File: config.mk
export PLATFORM = sky130hd
export DESIGN_NAME = lccs_store
export DESIGN_NICKNAME = d
export VERILOG_FILES = /design/src/rtl/lccs_pkg.sv /design/src/rtl/lccs_store.sv
export SDC_FILE = /design/constraint.sdc
export NUM_CORES = 2
export LEC_CHECK = 0
export ABC_AREA = 0
export BUFFER_PORTS_ARGS = -buffer_cell sky130_fd_sc_hd__buf_4
export CAP_MARGIN = 20
export CORE_ASPECT_RATIO = 1.25
export CORE_MARGIN = 2
export CORE_UTILIZATION = 40
export DETAILED_ROUTE_END_ITERATION = 12
export PLACE_DENSITY = 0.61
export SETUP_SLACK_MARGIN = 0.5
export SLEW_MARGIN = 15
export SYNTH_ARGS = -nofsm -noshare
export SYNTH_HDL_FRONTEND = slang
export SYNTH_MEMORY_MAX_BITS = 65536
export SYNTH_SLANG_ARGS = --single-unit
export TNS_END_PERCENT = 1
File: constraint.sdc
create_clock -name clk -period 2.85 [get_ports clk]
set_input_delay 0.4275 -clock clk [delete_from_list [all_inputs] [get_ports clk]]
set_output_delay 0.4275 -clock clk [all_outputs]
set_load 0.05 [all_outputs]
File: src/rtl/lccs_pkg.sv
// ----------------------------------------------------------------------------
// lccs_pkg: shared types and constants for the lighting command channel setter
// Token codes, payload structs and the control bundle of the level store.
// ----------------------------------------------------------------------------
package lccs_pkg;

  localparam int CHANNELS = 512;
  localparam int CH_AW    = $clog2(CHANNELS);

  localparam logic [2:0] TOK_RELEASE = 3'd0;
  localparam logic [2:0] TOK_AND     = 3'd1;
  localparam logic [2:0] TOK_AT      = 3'd2;
  localparam logic [2:0] TOK_FULL    = 3'd3;
  localparam logic [2:0] TOK_THRU    = 3'd4;
  localparam logic [2:0] TOK_NUMBER  = 3'd5;
  localparam logic [2:0] TOK_READ    = 3'd6;

  localparam logic [7:0] LEVEL_FULL = 8'hFF;

  typedef struct packed {
    logic [2:0]  req_type;
    logic [15:0] value;
    logic        last_token;
  } req_t;

  typedef struct packed {
    logic [7:0] level_read;
    logic       frame_ready;
    logic       channel_dropped;
  } result_t;

  typedef struct packed {
    logic             frame_we;
    logic [CH_AW-1:0] frame_waddr;
    logic [7:0]       frame_wdata;
    logic             frame_re;
    logic [CH_AW-1:0] frame_raddr;
    logic             mask_we;
    logic [CH_AW-1:0] mask_waddr;
    logic             mask_wdata;
    logic             mask_re;
    logic [CH_AW-1:0] mask_raddr;
  } store_ctrl_t;

endpackage

File: src/rtl/lccs_store.sv
// ----------------------------------------------------------------------------
// lccs_store: frame level memory and channel selection memory
// One write and one registered read port on each array.
// ----------------------------------------------------------------------------
module lccs_store (
  input  logic                 clk,
  input  lccs_pkg::store_ctrl_t ctrl,
  output logic [7:0]           frame_q,
  output logic                 mask_q
);
  import lccs_pkg::*;

  logic [7:0] frame_mem [CHANNELS];
  logic       mask_mem  [CHANNELS];

  always_ff @(posedge clk) begin
    if (ctrl.frame_we) begin
      frame_mem[ctrl.frame_waddr] <= ctrl.frame_wdata;
    end
    if (ctrl.frame_re) begin
      frame_q <= frame_mem[ctrl.frame_raddr];
    end
  end

  always_ff @(posedge clk) begin
    if (ctrl.mask_we) begin
      mask_mem[ctrl.mask_waddr] <= ctrl.mask_wdata;
    end
    if (ctrl.mask_re) begin
      mask_q <= mask_mem[ctrl.mask_raddr];
    end
  end

endmodule

Yosys cells after proc, flatten, opt, wreduce, memory -nomap -nowiden
Memory sizes are Yosys's and may differ from the RTL's. A register that Yosys moved wholly into a read port is not among the register bits.
Cells that the tools add are included.

cells by class
  multiplexer cells = 4

operator list
  cell              number
  2-to-1 mux 1 bit  4

storage, ports and cells
  memories kept = 2
  output and inout port bits = 9
  input bits = 50
  flip-flop bits (word level) = 0
  logic and storage cells = 6
  bits in writable memories = 4608

memory list
  name       words  width  read ports  clocked after memory_dff  write ports  line              RTL
  frame_mem  512    8      1           1                         1            lccs_store.sv:13  logic [7:0] frame_mem [CHANNELS];
  mask_mem   512    1      1           1                         1            lccs_store.sv:14  logic mask_mem [CHANNELS];

Depth between registers and ports, before layout
  depth after elaboration = 2
  mapped depth = 13
  mapped depth without buffers = 7

Worst setup path after synthesis
Ideal clock, no wire load.

  kind = input to register
  start point = input ctrl[21] in the netlist's numbering
  end point = register frame_q[0], read port of frame_mem, data pin
  data required time = 2.588 ns
  setup slack = 0.096 ns
  data arrival time = 2.492 ns
  cell stages on the path = 10
  setup time = 0.262 ns
  path buffers = 4
  path through = buf_6 -> buf_12 -> buf_12 -> buf_2 -> mux4_2 -> mux4_2 -> nand2_1 -> o311ai_0 -> nand4_1 -> nor4_2

RTL lines
  item         line             RTL
  from (decl)  lccs_store.sv:7  input lccs_pkg::store_ctrl_t ctrl,
  to (decl)    lccs_store.sv:8  output logic [7:0] frame_q,

==> impl_results.md <==
- Status: completed
- Type of the most critical hold path: in -> reg
- Crit path buf inv count: 4
- Vias per cell: ~5.7
- Crit Path Max Fanout: 23
- WL per Instance: about 29 microns
- Post-synthesis sequential area ratio: between 70 and 80%
- CORE AREA: between 400000 and 500000 sq um
- Initial core utilization: about 40%
- Xor/xnor share of the synthesized area: 0%
- Residual DRC: 0
- Worst-Margin Slew: approximately 1100 ps
- H-tree levels: 5
- Final core utilization: between 40% and 50%
- GRT Resource Usage Total: about a fifth
- Fin. max-slew vios: 0
- Setup TNS: 0 ps
- Worst Path Arrival: 3440 ps
- First-pass GRT wire length: approximately 710 mm
- Number of synthesized register bits: between 4000 and 5000
- Top cell by count, worst path: buf_4
- Final hold violations: 0
- Max Freq: between 300 and 400 MHz
- Core Rows: between 200 and 300
- Number of max-cap violations: 0
- Crit path max-delay family: compound AO/OA/AOI/OAI gates
- Leakage Power: ~0.07 uW
- CTS tree: built
- Worst setup SP type: input pin
- Post-synth EDFFs: roughly 4600
- Min-Delay Path Depth: 5
- DR iter-0 viols: approximately 10000
- Routed WL: approximately 500 mm
- Final Critical Period: 2650 ps
- Slowest Stage Delay on Critical Path: approximately 430 ps
- Distinct cells, synth: between 70 and 80
- Simple-Gate Fraction of Synth Area: between 3 and 4%
- Area growth from synthesis to layout: 17.4%
- Worst skew pair latency: approximately 1000 ps
- Largest family of logic cells by synthesized area: multiplexers
- Synth Area in Compound Gates: under 10%
- Cell depth of the worst flop-to-flop path: 8
- Max_slew headroom: 28.7%
- Yosys top cell area share: 75.6%
- Overall power: about 140000 uW
- Clock Root Buffer: clkbuf_16
- TritonCTS buffer count: 436
- Synthesized netlist cell count: about 9600
- Die boundary width: roughly 610 microns
- Port Buf Inserts: 58
- WP depth: 11
- # clock sinks: 4617
- Via count: 98600
- Final setup fails: 0
- Final GP Congestion: around 0.85
- Element type at the critical path end: flip-flop
- Share of cells above drive strength 1: between 20% and 30%
- Vias in the first global route: 100000
- DRT antenna net count: 0
- Hold slack: 175 ps
- Die Y: around 760 microns
- Skew final: around 110 ps
- Crit-path cells: buf_16, buf_4, buf_4, mux2i_1, o22ai_1, o21ai_0, nor4_1, buf_4, a21oi_1, o311a_1, nor4_1
- Gr ovfl total: 0
- Post-Syn Area: 183000 sq um
- RSZ-0062 raised after global routing: true
- Mux contribution to synthesized area: ~14%
- Critical path type: in -> reg
- Power density over cell area: roughly 660 nW/um^2
- Clock Pin Slew Worst Setup and Hold Paths: 70 ps
- Slowest cell on crit path: buf_4
- Largest area contributor in the netlist: edfxtp_1
- Period utilization: approximately 93%
- Data required, critical path: roughly 3600 ps
- Initial DRT Pass Iterations: 7
- Ys flop type: edfxtp_1
- Largest net degree at the start of global routing: between 100 and 150
- NumNets Final: 10900
- Synth Area in Adders: 0%
- Top-Level Pins: just under 60
- Max Root-Sink Buffers: 4
- Die ar.: approximately 460000 sq um
- Initial antenna violation count: 17
- Avg Inst Size Synth: ~19 sq um
- YS warnings: 0
- Ranking of synthesized cells by area: edfxtp_1 76%, mux4_2 8.9%, mux2i_1 4.8%
- Mapped Nets: 9649
- Worst IR drop on VDD: 0.647 mV
- Async set or reset register ratio after synthesis: 0%
- Final HPWL DP: ~320 mm
==> cell usage after synthesis (8+ instances only) <==
cell / number
o22ai_1: 235
or4_1: 9
mux2i_1: 874
buf_1: 63
buf_4: 47
o221ai_2: 28
nor3_1: 87
edfxtp_1: 4617
o311ai_0: 13
clkbuf_1: 298
nor3b_1: 10
nand2_1: 193
buf_12: 36
buf_2: 98
a21o_1: 22
o221ai_1: 315
nand4_1: 26
nor4_1: 32
buf_8: 32
a21oi_1: 204
and3_1: 11
o31ai_1: 26
nor4_2: 9
o311a_1: 14
a211o_1: 37
o32ai_1: 17
mux4_2: 727
buf_6: 75
nand3_1: 26
a311oi_1: 8
nor2b_1: 13
a211oi_1: 49
nor2_1: 1165
mux4_1: 17
o21ai_0: 50
==> layout make-up <==
cell class	count	area (sq um)
Fill cell	37500	241000
Sequential cell	4617	139000
Timing Repair Buffer	1467	13500
Antenna cell	12	30.0
Clock buffer	506	11200
Clock inverter	302	3090
Inverter	11	48.8
Multi-Input combinational cell	4314	41200
Tap cell	5998	7500
==> worst paths after layout <==
path / start / end / slack (ps)
worst max-delay path: ctrl[21] / frame_q[5] / 200
worst min-delay path: ctrl[18] / mask_mem[74] / 180
worst max register to register: frame_mem[251][7] / frame_q[7] / 260
worst min register to register: frame_mem[144][5] / frame_q[5] / 1220
==> worst min-delay path: cells and delay by family <==
| kind | cells | cell delay, ps |
|---|---|---|
| simple gates | 3 | 260 |
| buf+inv | 2 | 320 |
==> flip-flops by register name (all words and copies together), names as in the netlist <==
register and count:
mask_mem 512, frame_mem 4096, frame_q 8, mask_q 1
==> cells in the final DEF (no fill, tap or decap), types with 13 or more instances in the layout <==
cell              n
a211oi_1         38
mux2i_1         873
o221ai_1        266
a211o_1          36
clkinv_1        116
buf_8            14
clkinvlp_4       17
o31ai_1          24
nor2_1         1159
nor4_1           26
nor2b_1          13
nand2_1         179
nand3_1          17
o32ai_1          14
buf_6            21
a21oi_1         200
buf_12          164
o22ai_1         234
clkbuf_1         69
buf_4          1245
bufinv_16        51
mux4_2          731
mux4_1           13
o21ai_0          49
clkbuf_16       440
edfxtp_1       4617
dlygate4sd3_1    13
clkinv_2         89
a21o_1           22
o221ai_2         77
o311a_1          13
nor3_1           75
nand4_1          26
==> per-layer routing <==
layer,track usage [%],share of wire (%),wire length [microns],vias up
li1,-,-,-,41800
met1,26.4,38,188000,51900
met2,36.4,51,252000,4023
met3,2.90,6.8,33800,838
met4,7.91,4.2,20800,8
met5,0,0.0097,48,-
==> logic make-up after synthesis <==
group / after synthesis
flip-flops: 4617
buffers and inverters: 668
AND/OR/NAND/NOR: 1629
AO/OA/AOI/OAI: 1064
multiplexers: 1621
==> per-stage QoR <==
step	cells	worst slack [ps]	cell area (sq um)
detailed placement	16400	-1300	200000
CTS	17200	281	215000
finish	17200	200	215000
global route	17200	222	215000
floorplan	9599	292	184000
global placement	16400	-1320	200000
==> repair_timing <==
item                                   4_1_cts  5_1_grt
hold buffers                                13        0
setup buffers                                1        3
pin swaps                                   14       16
gates cloned                                 1        3
setup endpoints to repair                   14       12
endpoints found under the hold margin      420        0
resized for setup                           60       64
==> power by group <==
group	switching, uW	internal [uW]
logic	5070	2940
registers	63.9	74800
clock network	25400	32800
total	30600	111000
No activity file was read; power rests on OpenSTA's default activity.
